<file path="config.mk">
export PLATFORM = sky130hd
export DESIGN_NAME = wildcard_byte_pattern_search_core_flat
export DESIGN_NICKNAME = d
export VERILOG_FILES = /design/src/sv/wbps_pkg.sv /design/src/sv/wbps_if.sv /design/src/sv/wildcard_byte_pattern_search_core.sv /design/src/sv/wbps_cell.sv /design/src/sv/wbps_tracker.sv /design/src/flat_wrapper.sv
export SDC_FILE = /design/constraint.sdc
export NUM_CORES = 1
export LEC_CHECK = 0
export ABC_AREA = 1
export ABC_CLOCK_PERIOD_IN_PS = 4450
export BUFFER_PORTS_ARGS = -buffer_cell sky130_fd_sc_hd__buf_2
export CORE_ASPECT_RATIO = 0.8
export CORE_MARGIN = 4
export CORE_UTILIZATION = 62
export DETAILED_ROUTE_END_ITERATION = 10
export PLACE_DENSITY = 0.87
export SETUP_SLACK_MARGIN = 0.5
export SLEW_MARGIN = 20
export SYNTH_ARGS = -nofsm -noshare
export SYNTH_HDL_FRONTEND = slang
export SYNTH_SLANG_ARGS = --single-unit
</file>
<file path="constraint.sdc">
create_clock -name clk -period 4.45 [get_ports clk]
set_input_delay 0.2225 -clock clk [delete_from_list [all_inputs] [get_ports clk]]
set_output_delay 0.2225 -clock clk [all_outputs]
set_load 0.02 [all_outputs]
</file>
<file path="src/sv/wbps_pkg.sv">
// wbps_pkg: shared constants, status codes and the stage control struct
// of the wildcard byte pattern search
// no dependencies
package wbps_pkg;

  localparam int LEN_W     = 5;   // pattern length field width
  localparam int BYTE_W    = 8;
  localparam int CFG_W     = 64;  // pattern register width
  localparam int CFG_IDX_W = 2;   // configuration register index width
  localparam int OUT_OFF_W = 32;  // reported offset width
  localparam int PAT_BYTES = 16;  // bytes held by the two pattern registers

  localparam int MAX_PATTERN_DEFAULT = 16;
  localparam int OFFSET_BITS_DEFAULT = 32;

  typedef enum logic [1:0] {
    STATUS_FULL    = 2'd0,
    STATUS_PARTIAL = 2'd1,
    STATUS_NONE    = 2'd2,
    STATUS_EMPTY   = 2'd3
  } status_t;

  typedef enum logic [CFG_IDX_W-1:0] {
    CFG_PAT_LOW  = 2'd0,
    CFG_PAT_HIGH = 2'd1,
    CFG_PAT_LEN  = 2'd2
  } cfg_idx_t;

  typedef struct packed {
    logic             valid;
    logic             last;
    logic [LEN_W-1:0] len;
  } stage_ctrl_t;

endpackage

</file>
<file path="src/sv/wbps_if.sv">
// wbps_if: handshake interfaces for the byte stream, the result stream
// and the configuration write channel
// depends on wbps_pkg
interface wbps_scan_if import wbps_pkg::*; ();
  logic              valid;
  logic              ready;
  logic [BYTE_W-1:0] data_byte;
  logic              last_byte;

  modport source (output valid, data_byte, last_byte, input ready);
  modport sink   (input valid, data_byte, last_byte, output ready);
endinterface

interface wbps_result_if import wbps_pkg::*; ();
  logic                 valid;
  logic                 ready;
  logic [1:0]           status;
  logic [OUT_OFF_W-1:0] match_offset;
  logic [LEN_W-1:0]     matched_length;

  modport source (output valid, status, match_offset, matched_length, input ready);
  modport sink   (input valid, status, match_offset, matched_length, output ready);
endinterface

interface wbps_cfg_if import wbps_pkg::*; ();
  logic                 valid;
  logic                 ready;
  logic [CFG_IDX_W-1:0] index;
  logic [CFG_W-1:0]     data;

  modport source (output valid, index, data, input ready);
  modport sink   (input valid, index, data, output ready);
endinterface

</file>
<file path="src/sv/wildcard_byte_pattern_search_core.sv">
// wildcard_byte_pattern_search_core: top level, configuration registers,
// byte position counter, the row of candidate cells and the tracker stage
// depends on wbps_pkg, wbps_if, wbps_cell, wbps_tracker
//
// usage
//   cfg    : register writes, index 0 pattern bytes 0..7, 1 pattern bytes
//            8..15, 2 pattern length; a zero pattern byte is a wildcard
//   scan   : one buffer byte per request, last_byte marks the buffer end
//   result : one request per buffer, sent after its last byte
// throughput is one byte per cycle while scan.ready is high: every cell
// compares the new byte in parallel and registers its alive bit, which the next
// cell uses with the next accepted byte; the last byte reaches the result through
// the register after the cell row, then the tracker stage which registers the result
// reset clears the pattern, the scan state and the result register
// when the result receiver stalls, bytes keep flowing until the next last
// byte reaches the tracker; that one waits there and scan.ready drops
// until the held result is taken
module wildcard_byte_pattern_search_core import wbps_pkg::*; #(
  parameter int MAX_PATTERN = MAX_PATTERN_DEFAULT,
  parameter int OFFSET_BITS = OFFSET_BITS_DEFAULT
) (
  input  logic          clk,
  input  logic          rst,
  wbps_cfg_if.sink      cfg,
  wbps_scan_if.sink     scan,
  wbps_result_if.source result
);

  localparam logic [OFFSET_BITS-1:0] POS_MAX = '1;

  // configuration registers
  logic [CFG_W-1:0]         pattern_bytes_low;
  logic [CFG_W-1:0]         pattern_bytes_high;
  logic [LEN_W-1:0]         pattern_length;
  logic [2*CFG_W-1:0]       pattern_all;
  logic [LEN_W-1:0]         act_len;

  // scan front end
  logic [OFFSET_BITS-1:0]   pos;
  logic                     accept;
  logic                     take;
  logic [MAX_PATTERN-1:0]   hits;
  logic [MAX_PATTERN-1:0]   alive;
  logic [MAX_PATTERN-1:0]   prev_alive;

  // register between the cell row and the tracker
  stage_ctrl_t              s1_ctrl;
  logic [MAX_PATTERN-1:0]   s1_hits;
  logic [OFFSET_BITS-1:0]   s1_pos;

  assign cfg.ready = 1'b1;

  always_ff @(posedge clk) begin
    if (rst) begin
      pattern_bytes_low  <= '0;
      pattern_bytes_high <= '0;
      pattern_length     <= '0;
    end else if (cfg.valid) begin
      case (cfg.index)
        CFG_PAT_LOW:  pattern_bytes_low  <= cfg.data;
        CFG_PAT_HIGH: pattern_bytes_high <= cfg.data;
        CFG_PAT_LEN:  pattern_length     <= cfg.data[LEN_W-1:0];
        default:      ;  // unmapped index, write ignored
      endcase
    end
  end

  assign pattern_all = {pattern_bytes_high, pattern_bytes_low};
  // lengths above the cell count act as the cell count
  assign act_len = (pattern_length > LEN_W'(MAX_PATTERN)) ? LEN_W'(MAX_PATTERN)
                                                          : pattern_length;

  // new byte enters whenever the pipeline register is free or moving on
  assign scan.ready = !s1_ctrl.valid || take;
  assign accept     = scan.valid && scan.ready;

  // byte position saturates, cleared at the end of every buffer
  always_ff @(posedge clk) begin
    if (rst) begin
      pos <= '0;
    end else if (accept) begin
      if (scan.last_byte) begin
        pos <= '0;
      end else if (pos != POS_MAX) begin
        pos <= pos + OFFSET_BITS'(1);
      end
    end
  end

  // row of candidate cells, cell k extends the matches held by cell k-1
  assign prev_alive = {alive[MAX_PATTERN-2:0], 1'b1};

  for (genvar k = 0; k < MAX_PATTERN; k++) begin : g_cell
    wbps_cell u_cell (
      .clk          (clk),
      .rst          (rst),
      .advance      (accept),
      .clear        (scan.last_byte),
      .enable       (LEN_W'(k) < act_len),
      .keep         (LEN_W'(k + 1) < act_len),
      .pattern_byte (pattern_all[k*BYTE_W +: BYTE_W]),
      .data_byte    (scan.data_byte),
      .prev_alive   (prev_alive[k]),
      .hit          (hits[k]),
      .alive        (alive[k])
    );
  end

  always_ff @(posedge clk) begin
    if (rst) begin
      s1_ctrl.valid <= 1'b0;
    end else if (scan.ready) begin
      s1_ctrl.valid <= scan.valid;
    end
  end

  always_ff @(posedge clk) begin
    if (accept) begin
      s1_ctrl.last <= scan.last_byte;
      s1_ctrl.len  <= act_len;
      s1_hits      <= hits;
      s1_pos       <= pos;
    end
  end

  wbps_tracker #(
    .MAX_PATTERN (MAX_PATTERN),
    .OFFSET_BITS (OFFSET_BITS)
  ) u_tracker (
    .clk    (clk),
    .rst    (rst),
    .ctrl   (s1_ctrl),
    .hits   (s1_hits),
    .pos    (s1_pos),
    .take   (take),
    .result (result)
  );

`ifndef SYNTHESIS
  // the cell row is empty after the end of a buffer
  a_clear_after_last: assert property (@(posedge clk) disable iff (rst)
    accept && scan.last_byte |=> alive == '0)
    else $error("cells still alive after last byte");

  // position only moves forwards inside a buffer
  a_pos_monotonic: assert property (@(posedge clk) disable iff (rst)
    accept && !scan.last_byte |=> pos >= $past(pos) && pos != '0)
    else $error("byte position went backwards");

  // a partial match always spans at least two bytes
  a_partial_len: assert property (@(posedge clk) disable iff (rst)
    result.valid && result.status == STATUS_PARTIAL |-> result.matched_length >= LEN_W'(2))
    else $error("partial match shorter than two bytes");

  // no-match and empty results carry zero offset and length
  a_none_zero: assert property (@(posedge clk) disable iff (rst)
    result.valid && (result.status == STATUS_NONE || result.status == STATUS_EMPTY)
    |-> result.match_offset == '0 && result.matched_length == '0)
    else $error("no-match result carries offset or length");
`endif

endmodule

</file>
<file path="src/sv/wbps_cell.sv">
// wbps_cell: one candidate cell, tracks whether some start has matched
// pattern bytes up to this cell's position
// depends on wbps_pkg
module wbps_cell import wbps_pkg::*; (
  input  logic              clk,
  input  logic              rst,
  input  logic              advance,
  input  logic              clear,
  input  logic              enable,
  input  logic              keep,
  input  logic [BYTE_W-1:0] pattern_byte,
  input  logic [BYTE_W-1:0] data_byte,
  input  logic              prev_alive,
  output logic              hit,
  output logic              alive
);

  // zero pattern byte matches anything
  assign hit = enable && prev_alive &&
               ((pattern_byte == '0) || (pattern_byte == data_byte));

  always_ff @(posedge clk) begin
    if (rst) begin
      alive <= 1'b0;
    end else if (advance) begin
      alive <= clear ? 1'b0 : (hit && keep);
    end
  end

endmodule

</file>
<file path="src/sv/wbps_tracker.sv">
// wbps_tracker: second stage, keeps the earliest full match and the best
// partial match and builds the result on the last byte
// depends on wbps_pkg
module wbps_tracker import wbps_pkg::*; #(
  parameter int MAX_PATTERN = MAX_PATTERN_DEFAULT,
  parameter int OFFSET_BITS = OFFSET_BITS_DEFAULT
) (
  input  logic                   clk,
  input  logic                   rst,
  input  stage_ctrl_t            ctrl,
  input  logic [MAX_PATTERN-1:0] hits,
  input  logic [OFFSET_BITS-1:0] pos,
  output logic                   take,
  wbps_result_if.source          result
);

  logic                   full_seen;
  logic [OFFSET_BITS-1:0] full_off;
  logic [LEN_W-1:0]       best_len;
  logic [OFFSET_BITS-1:0] best_off;

  logic                   full_hit;
  logic [LEN_W-1:0]       longest;
  logic                   full_seen_next;
  logic [OFFSET_BITS-1:0] full_off_next;
  logic [LEN_W-1:0]       best_len_next;
  logic [OFFSET_BITS-1:0] best_off_next;
  logic                   report;
  status_t                status_next;
  logic [OUT_OFF_W-1:0]   offset_next;
  logic [LEN_W-1:0]       length_next;

  // a last byte waits while an earlier result is still held
  assign take   = ctrl.valid && (!ctrl.last || !result.valid || result.ready);
  assign report = take && ctrl.last;

  always_comb begin
    full_hit = 1'b0;
    longest  = '0;
    for (int k = 0; k < MAX_PATTERN; k++) begin
      if (LEN_W'(k + 1) == ctrl.len) full_hit = hits[k];
      if (hits[k]) longest = LEN_W'(k + 1);
    end

    full_seen_next = full_seen || full_hit;
    full_off_next  = full_seen ? full_off
                               : pos - OFFSET_BITS'(ctrl.len) + OFFSET_BITS'(1);

    best_len_next = best_len;
    best_off_next = best_off;
    if (longest >= LEN_W'(2) && longest > best_len) begin
      best_len_next = longest;
      best_off_next = pos - OFFSET_BITS'(longest) + OFFSET_BITS'(1);
    end

    if (ctrl.len == '0) begin
      status_next = STATUS_EMPTY;
      offset_next = '0;
      length_next = '0;
    end else if (full_seen_next) begin
      status_next = STATUS_FULL;
      offset_next = OUT_OFF_W'(full_off_next);
      length_next = ctrl.len;
    end else if (best_len_next >= LEN_W'(2)) begin
      status_next = STATUS_PARTIAL;
      offset_next = OUT_OFF_W'(best_off_next);
      length_next = best_len_next;
    end else begin
      status_next = STATUS_NONE;
      offset_next = '0;
      length_next = '0;
    end
  end

  always_ff @(posedge clk) begin
    if (rst) begin
      full_seen <= 1'b0;
      full_off  <= '0;
      best_len  <= '0;
      best_off  <= '0;
    end else if (take) begin
      if (ctrl.last) begin
        full_seen <= 1'b0;
        full_off  <= '0;
        best_len  <= '0;
        best_off  <= '0;
      end else begin
        full_seen <= full_seen_next;
        full_off  <= full_off_next;
        best_len  <= best_len_next;
        best_off  <= best_off_next;
      end
    end
  end

  always_ff @(posedge clk) begin
    if (rst) begin
      result.valid <= 1'b0;
    end else if (report) begin
      result.valid <= 1'b1;
    end else if (result.ready) begin
      result.valid <= 1'b0;
    end
  end

  always_ff @(posedge clk) begin
    if (report) begin
      result.status         <= status_next;
      result.match_offset   <= offset_next;
      result.matched_length <= length_next;
    end
  end

endmodule

</file>
<file path="src/flat_wrapper.sv">
// flat-port wrapper written by rule: the top's interface ports become plain ports
module wildcard_byte_pattern_search_core_flat import wbps_pkg::*;
#(
  parameter int MAX_PATTERN = MAX_PATTERN_DEFAULT,
  parameter int OFFSET_BITS = OFFSET_BITS_DEFAULT
)
  (clk, rst, cfg_valid, cfg_index, cfg_data, cfg_ready, scan_valid, scan_data_byte, scan_last_byte, scan_ready, result_valid, result_status, result_match_offset, result_matched_length, result_ready);
  wbps_cfg_if cfg_i ();
  wbps_scan_if scan_i ();
  wbps_result_if result_i ();
  input  logic clk;
  input  logic rst;
  input wire logic [$bits(cfg_i.valid)-1:0] cfg_valid;
  input wire logic [$bits(cfg_i.index)-1:0] cfg_index;
  input wire logic [$bits(cfg_i.data)-1:0] cfg_data;
  output wire logic [$bits(cfg_i.ready)-1:0] cfg_ready;
  input wire logic [$bits(scan_i.valid)-1:0] scan_valid;
  input wire logic [$bits(scan_i.data_byte)-1:0] scan_data_byte;
  input wire logic [$bits(scan_i.last_byte)-1:0] scan_last_byte;
  output wire logic [$bits(scan_i.ready)-1:0] scan_ready;
  output wire logic [$bits(result_i.valid)-1:0] result_valid;
  output wire logic [$bits(result_i.status)-1:0] result_status;
  output wire logic [$bits(result_i.match_offset)-1:0] result_match_offset;
  output wire logic [$bits(result_i.matched_length)-1:0] result_matched_length;
  input wire logic [$bits(result_i.ready)-1:0] result_ready;
  assign cfg_i.valid = cfg_valid;
  assign cfg_i.index = cfg_index;
  assign cfg_i.data = cfg_data;
  assign cfg_ready = cfg_i.ready;
  assign scan_i.valid = scan_valid;
  assign scan_i.data_byte = scan_data_byte;
  assign scan_i.last_byte = scan_last_byte;
  assign scan_ready = scan_i.ready;
  assign result_valid = result_i.valid;
  assign result_status = result_i.status;
  assign result_match_offset = result_i.match_offset;
  assign result_matched_length = result_i.matched_length;
  assign result_i.ready = result_ready;
  wildcard_byte_pattern_search_core #(.MAX_PATTERN(MAX_PATTERN), .OFFSET_BITS(OFFSET_BITS)) u_core (.clk(clk), .rst(rst), .cfg(cfg_i), .scan(scan_i), .result(result_i));
endmodule
</file>
-- Word level (Yosys, flattened, before mapping)
Cells that the tools add are included.
- flip-flop bits (word level): 345
- input port bits: 80
- word-level logic and storage cells: 254
- add/sub/neg operators: 5
- $lt $le $gt $ge: 20
- equality and inequality tests: 35
- mux-type cells: 65
- reduce and logical (&&, ||, !) cells: 97
- operators by type and width (operator ; number):
    $mux 32 ; 8
    $eq 8x8->1 ; 16
    $logic_not 8->1 ; 16
    $mux 5 ; 20
    $add 32x1->32 const B ; 3
    $sub 32x5->32 ; 2
    $logic_and 1x1->1 ; 50
    $eq 4x5->1 const A ; 8
    $lt 4x5->1 const A ; 8
    $mux 1 ; 35
    $ne 32x32->1 const B ; 1
    $eq 3x5->1 const A ; 4
    $logic_or 1x1->1 ; 20
    $lt 3x5->1 const A ; 4
    $eq 2x5->1 const A ; 2
    $ge 5x2->1 const B ; 2
    $lt 1x5->1 const A ; 2
    $lt 2x5->1 const A ; 2
    $reduce_and 2->1 ; 4
    $eq 1x5->1 const A ; 1
    $eq 5x5->1 const A ; 1
    $gt 5x5->1 ; 1
    $gt 5x5->1 const B ; 1
    $logic_not 5->1 ; 1
    other kinds (6) ; 10

-- Depth between registers and ports, before layout
- depth after elaboration: 22
- mapped depth: 33

-- By module
Synthesis repeated with hierarchy kept, for this count alone.
- cell total of the unflattened synthesis: 3244
- area total of the unflattened synthesis: 21052.7 um^2
- modules (own cells, without submodules) (module ; times used ; cells each ; area an instance (um^2)):
    wildcard_byte_pattern_search_core ; 1 ; 1114 ; 8753.4
    wbps_tracker ; 1 ; 1330 ; 8495.6
    wbps_cell ; 16 ; 50 ; 237.7

-- Worst setup path before layout
Ideal clock, no wire load.
- path kind: flip-flop to flip-flop
- from: register u_core.s1_hits[3]
- to: register u_core.u_tracker.result.match_offset[27], data pin
- setup time: 0.274 ns
- data arrival time: 2.938 ns
- data required time: 4.176 ns
- path slack: 1.239 ns
- stages on the path, launching flop included: 25
- buffers on the path: 0
- period minus slack after synthesis: 3.211 ns
- cell sequence: edfxtp_1 -> nor2_1 -> o21ai_1 -> nand3_1 -> nand2_1 -> nand2_1 -> nand2_1 -> nand2_1 -> nand2_1 -> inv_1 -> ha_1 -> inv_1 -> ha_1 -> inv_1 -> fa_1 -> o31ai_1 -> nand2_1 -> nand2_1 -> nand2_1 -> nand3_1 -> nand3_1 -> o21ai_0 -> inv_1 -> nand2_2 -> a21oi_2
- longest elaborated chain between the ends: 19
- RTL lines (what ; RTL line ; RTL):
    start: declaration ; wildcard_byte_pattern_search_core.sv:48 ; logic [MAX_PATTERN-1:0] s1_hits;
    start signal: assignment ; wildcard_byte_pattern_search_core.sv:121 ; s1_hits <= hits;
    branches (longest 18 deep; another with $mux 5) ; -- ;
    $mux 32 (*) ; wbps_tracker.sv:60 ; end else if (full_seen_next) begin
    end signal: assignment ; wbps_tracker.sv:109 ; result.match_offset <= offset_next;
    end: declaration ; wbps_if.sv:21 ; modport source (output valid, status, match_offset, matched_length, input ready);
Mark *: on every way between the ends.
A chain may end at the register's enable or synchronous reset.

-- Worst setup path after layout
- from: register u_core.s1_hits[3]
- to: register u_core.u_tracker.result.match_offset[19], data pin
Same word-level chain as after synthesis.

==> report_table.html <==
<table>
<tr><th>Metric</th><th>Value</th></tr>
<tr><th colspan="2">Timing</th></tr>
<tr><td>Relative slew margins</td><td>28.2%</td></tr>
<tr><td>Clock period minus final worst setup slack</td><td>3710 ps</td></tr>
<tr><td>Unrepaired setup endpoints after global routing</td><td>yes</td></tr>
<tr><td>Final hold violation count</td><td>0</td></tr>
<tr><td>Sum of negative setup slack</td><td>0 ps</td></tr>
<tr><td>Clock skew after layout</td><td>23.0 ps</td></tr>
<tr><td>Worst Tran Pin Value</td><td>1060 ps</td></tr>
<tr><td>Final setup violation count</td><td>0</td></tr>
<tr><td>Count of pins over their slew limit</td><td>0</td></tr>
<tr><td>Final WS setup</td><td>745 ps</td></tr>
<tr><td>Max frequency</td><td>270 MHz</td></tr>
<tr><td>Post-route clock period utilization</td><td>83.3%</td></tr>
<tr><th colspan="2">Logic synthesis</th></tr>
<tr><td>Post-synth net total</td><td>2836</td></tr>
<tr><td>Cell count after synthesis</td><td>2703</td></tr>
<tr><td>Portion of synthesized cell area occupied by the leading cell type</td><td>26.2%</td></tr>
<tr><td>Yosys top cell by area</td><td>sky130_fd_sc_hd__dfxtp_1</td></tr>
<tr><td>Top flip-flop cell by instance count after synthesis</td><td>sky130_fd_sc_hd__dfxtp_1</td></tr>
<tr><td>Number of synthesis warnings</td><td>0</td></tr>
<tr><td>Library cells used by synthesis</td><td>61</td></tr>
<tr><td>Post-Syn Area per Cell</td><td>7.13 um^2</td></tr>
<tr><td>Async set or reset register ratio after synthesis</td><td>0%</td></tr>
<tr><td>EDFF count, synth</td><td>93</td></tr>
<tr><td>Synth Cell Area</td><td>19300 um^2</td></tr>
<tr><td>Sequential-to-total area share from yosys stat</td><td>40.6%</td></tr>
<tr><td>Largest cells by area after synthesis</td><td>sky130_fd_sc_hd__dfxtp_1 26%, sky130_fd_sc_hd__edfxtp_1 14%, sky130_fd_sc_hd__nand2_1 12%</td></tr>
<tr><td>Post-synthesis register bit count</td><td>345</td></tr>
<tr><th colspan="2">Floorplanning</th></tr>
<tr><td>Number of placed I/O pins</td><td>122</td></tr>
<tr><td>Total core area</td><td>30500 um^2</td></tr>
<tr><td>Die X</td><td>205 um</td></tr>
<tr><td># rows</td><td>57</td></tr>
<tr><td>DIE AREA</td><td>34000 um^2</td></tr>
<tr><td>Vert. Die Dim</td><td>166 um</td></tr>
<tr><td>Starting Density</td><td>63.2%</td></tr>
<tr><th colspan="2">Hold path</th></tr>
<tr><td>Cells on Worst Hold Path</td><td>4</td></tr>
<tr><td>Min-delay src</td><td>result_ready</td></tr>
<tr><td>Terminating pin of the worst hold path</td><td>u_core.s1_ctrl[6]$_SDFFE_PP0N_</td></tr>
<tr><td>Worst Hold Class</td><td>input port to register</td></tr>
<tr><th colspan="2">Run status</th></tr>
<tr><td>Run status</td><td>completed</td></tr>
<tr><th colspan="2">Routing</th></tr>
<tr><td>Number of violations reported at the end of detailed-routing iteration 0</td><td>2159</td></tr>
<tr><td>Total via count after detailed routing</td><td>19700</td></tr>
<tr><td>Residual antenna-violating net count after detailed routing</td><td>0</td></tr>
<tr><td>Final Routed Wirelength</td><td>60400 um</td></tr>
<tr><td>Avg Vias per Cell</td><td>6.02</td></tr>
<tr><td>Post-route DRC violation count</td><td>0</td></tr>
<tr><td>Routed WL per cell</td><td>18.5 um</td></tr>
<tr><td>Pre-Repair DR Iteration Count</td><td>6</td></tr>
<tr><th colspan="2">Worst setup path</th></tr>
<tr><td>Beginning of the critical path</td><td>u_core.s1_hits[3]$_DFFE_PP_</td></tr>
<tr><td>Crit path kind</td><td>register to register</td></tr>
<tr><td>List of cells traversed by the critical path</td><td>nor2_1 -&gt; o21ai_1 -&gt; nand3_1 -&gt; nand2_1 -&gt; nand2_1 -&gt; nand2_1 -&gt; nand2_1 -&gt; nand2_1 -&gt; inv_1 -&gt; ha_1 -&gt; inv_1 -&gt; ha_1 -&gt; inv_1 -&gt; fa_2 -&gt; o31ai_2 -&gt; nand2_1 -&gt; nand2_1 -&gt; nand2_1 -&gt; nand3_1 -&gt; nand2_1 -&gt; o21ai_1 -&gt; nand2_2 -&gt; a21oi_2</td></tr>
<tr><td>Slowest Stage Delay on Critical Path</td><td>520 ps</td></tr>
<tr><td>Crit path max-delay cell type</td><td>sky130_fd_sc_hd__o31ai_2</td></tr>
<tr><td>Type of element launching the critical path</td><td>register</td></tr>
<tr><td>Worst Reg2Reg Path Length in Cells</td><td>23</td></tr>
<tr><td>Worst path most repeated cell</td><td>sky130_fd_sc_hd__nand2_1</td></tr>
<tr><td>Max Fanout on Critical Path</td><td>4</td></tr>
<tr><td>Critical Path End Type</td><td>register</td></tr>
<tr><td>Worst path required time</td><td>4850 ps</td></tr>
<tr><td>FF-to-FF setup slack</td><td>740 ps</td></tr>
<tr><td>Launch instance of the worst register-to-register path</td><td>u_core.s1_hits[3]$_DFFE_PP_</td></tr>
<tr><td>End of the worst register-to-register path</td><td>u_core.u_tracker.result.match_offset[19]$_SDFFCE_PN0P_</td></tr>
<tr><td>Data arrival at the endpoint of the critical path</td><td>4100 ps</td></tr>
<tr><th colspan="2">Cells and area</th></tr>
<tr><td>Final non-filler cell total</td><td>3264</td></tr>
<tr><td>Net count reported at finish</td><td>2957</td></tr>
<tr><td>Final core utilization</td><td>71.6%</td></tr>
<tr><td>Total of fill cells in the finished design</td><td>2499</td></tr>
<tr><td>Area Growth Syn to Fin</td><td>13.4%</td></tr>
<tr><td>Share of post-route cells with drive strength above 1</td><td>9.75%</td></tr>
<tr><th colspan="2">CTS</th></tr>
<tr><td># Post-CTS Setup Buffers</td><td>0</td></tr>
<tr><td>Maximum root-to-sink buffer count</td><td>3</td></tr>
<tr><td>Worst-path clk slew</td><td>60 ps</td></tr>
<tr><td>Number of clock buffers inserted by TritonCTS</td><td>36</td></tr>
<tr><td>TritonCTS clock tree</td><td>yes</td></tr>
<tr><td>H-tree depth</td><td>2</td></tr>
<tr><td>Latest clock arrival within the worst-skew pair</td><td>550 ps</td></tr>
<tr><td>Clock sinks</td><td>345</td></tr>
<tr><td>Root Driver</td><td>sky130_fd_sc_hd__clkbuf_16</td></tr>
<tr><th colspan="2">Power</th></tr>
<tr><td>Power density cells</td><td>364 nW/um^2</td></tr>
<tr><td>Total power after layout</td><td>7.96 mW</td></tr>
<tr><td>Static leakage</td><td>8.81 nW</td></tr>
<tr><td>VDD IR max</td><td>378 uV</td></tr>
<tr><th colspan="2">Global route</th></tr>
<tr><td>Total gr overflow</td><td>0</td></tr>
<tr><td>First-pass GRT wire length</td><td>95500 um</td></tr>
<tr><td>Largest net degree at the start of global routing</td><td>80</td></tr>
<tr><td>Antenna violations before repair</td><td>1</td></tr>
<tr><td>GRT Total Usage</td><td>34.4%</td></tr>
<tr><td>Vias in the first global route</td><td>18500</td></tr>
<tr><th colspan="2">Placed design</th></tr>
<tr><td>Final weighted congestion in routability-driven placement</td><td>0.961</td></tr>
<tr><td>Cell Count Post-Placement</td><td>3137</td></tr>
<tr><td>Worst setup slack after placement</td><td>642 ps</td></tr>
<tr><td>IO buf count</td><td>120</td></tr>
<tr><td>DPL Wire Length</td><td>41200 um</td></tr>
<tr><th colspan="2">Job</th></tr>
<tr><td># Max-Cap Violations</td><td>0</td></tr>
</table>
critical path, delay by kind of cell (launching register included):
kind | cells | cell delay (ps)
DFF | 1 | 400
and+or+nand+nor | 13 | 1180
adders and majority gates | 3 | 790
buffers and inverters | 3 | 240
AOI/OAI and AO/OA | 4 | 950
state kept, by name, indices dropped and copies added, names as in the netlist, 7 cells and up:
name / count
u_core.pattern_bytes_low: 64
u_core.g_cell.u_cell.alive: 15
u_core.u_tracker.best_off: 32
u_core.s1_hits: 16
u_core.pattern_bytes_high: 64
u_core.u_tracker.result.match_offset: 32
u_core.pos: 32
u_core.u_tracker.full_off: 32
u_core.s1_ctrl: 7
u_core.s1_pos: 32
timing repair:
action                                  in CTS  in global routing
gates resized for setup                      0                  8
hold buffers                                62                  0
hold endpoints to repair                   111                  0
endpoints found under the setup margin       0                 19
placed cells by master, fill, tap and decap left out, types with 6 or more instances in the layout:
cell type                       netlist  layout
sky130_fd_sc_hd__a21oi_2              9       9
sky130_fd_sc_hd__nor3_1              52      51
sky130_fd_sc_hd__nand3_1            109     107
sky130_fd_sc_hd__a211oi_1             6       6
sky130_fd_sc_hd__or2_2               39      39
sky130_fd_sc_hd__buf_4                3      18
sky130_fd_sc_hd__o41ai_1              6       6
sky130_fd_sc_hd__o21ai_1             13      11
sky130_fd_sc_hd__inv_1              236     234
sky130_fd_sc_hd__nor4_1              43      43
sky130_fd_sc_hd__nand2_2             17      19
sky130_fd_sc_hd__dfxtp_1            252     252
sky130_fd_sc_hd__edfxtp_1            93      93
sky130_fd_sc_hd__o21ai_0            209     209
sky130_fd_sc_hd__clkbuf_16            0      36
sky130_fd_sc_hd__buf_2               15     119
sky130_fd_sc_hd__ha_1                51      51
sky130_fd_sc_hd__o21a_1               6       6
sky130_fd_sc_hd__clkbuf_1            93      14
sky130_fd_sc_hd__nand4_1             46      46
sky130_fd_sc_hd__a21oi_1            233     233
sky130_fd_sc_hd__nor2_1             380     379
sky130_fd_sc_hd__xor2_1              38      38
sky130_fd_sc_hd__clkinv_2             0       6
sky130_fd_sc_hd__dlygate4sd3_1        0      62
sky130_fd_sc_hd__xnor2_1             75      75
sky130_fd_sc_hd__a31oi_1             10      10
sky130_fd_sc_hd__nand2_1            610     608
synth_stat cells, drive strengths merged (3+ instances only):
library cell,number
nand2,628
nor2,385
dfxtp,252
a21oi,242
inv,239
o21ai,223
nand3,110
clkbuf,93
edfxtp,93
xnor2,75
nor3,52
ha,51
nand4,46
nor4,44
or2,40
xor2,38
buf,25
a31oi,11
a211oi,6
o21a,6
o41ai,6
a21boi,5
a21o,3
and3,3
o31ai,3
cell type report:
cell class / count / area (um^2) / share of cell area, %
Timing Repair Buffer: 201 / 1380 / 6.33
Clock inverter: 13 / 155 / 0.710
Multi-Input combinational cell: 1999 / 10100 / 46.2
Sequential cell: 345 / 7840 / 35.9
Inverter: 241 / 906 / 4.14
Antenna cell: 1 / 2.50 / 0.0114
Tap cell: 413 / 517 / 2.36
Clock buffer: 51 / 967 / 4.42
report_power, final:
part | total [mW] | internal, mW | switching (mW) | leakage, nW
Clock | 2.96 | 1.65 | 1.31 | 0.546
Sequential | 3.49 | 3.38 | 0.111 | 2.97
Combinational | 1.50 | 0.519 | 0.986 | 5.29
Total | 7.96 | 5.55 | 2.40 | 8.81
metal layers:
layer	vias to the layer above	wire length, um	share of wire (%)	GRT usage [%]
met4	2	2130	3.5	11.9
met1	9084	25100	42	48.5
li1	9166	-	-	-
met3	222	6940	11	7.65
met5	-	13	0.022	0
met2	1189	26200	43	52.6
kinds of logic (layout without fill, tap and decap cells):
group / after synthesis / after routing / synth area share, %
AOI/OAI and AO/OA: 516 / 516 / 14.3
xor gates and xnor gates: 113 / 113 / 5.13
muxes: 2 / 2 / 0.104
and+or+nand+nor: 1314 / 1314 / 29.0
adders and majority gates: 53 / 53 / 3.52
buffers and inverters: 359 / 506 / 7.28
other: 1 / 2 / 0.0194
DFF: 345 / 345 / 40.6
worst max-delay path by stage:
stage	to	slack [ps]	depth (start not counted)
final	u_core.u_tracker.result.match_offset[19]$_SDFFCE_PN0P_	740	23
after global routing	u_core.u_tracker.best_off[19]$_SDFFE_PP0P_	480	23
after CTS	u_core.u_tracker.result.match_offset[19]$_SDFFCE_PN0P_	600	23
after detailed placement	u_core.u_tracker.result.match_offset[11]$_SDFFCE_PN0P_	640	23
after global placement	u_core.u_tracker.result.match_offset[27]$_SDFFCE_PN0P_	650	24
after floorplan	u_core.u_tracker.result.match_offset[27]$_SDFFCE_PN0P_	1240	24
per-stage QoR:
stage          area, um^2  hold WS [ps]
6_report            21900          43.6
5_1_grt             21900          33.8
4_1_cts             21800          22.8
3_5_place_dp        20100           452
3_3_place_gp        20100           446
2_1_floorplan       19300           321
(Power assumes the default switching activity.)
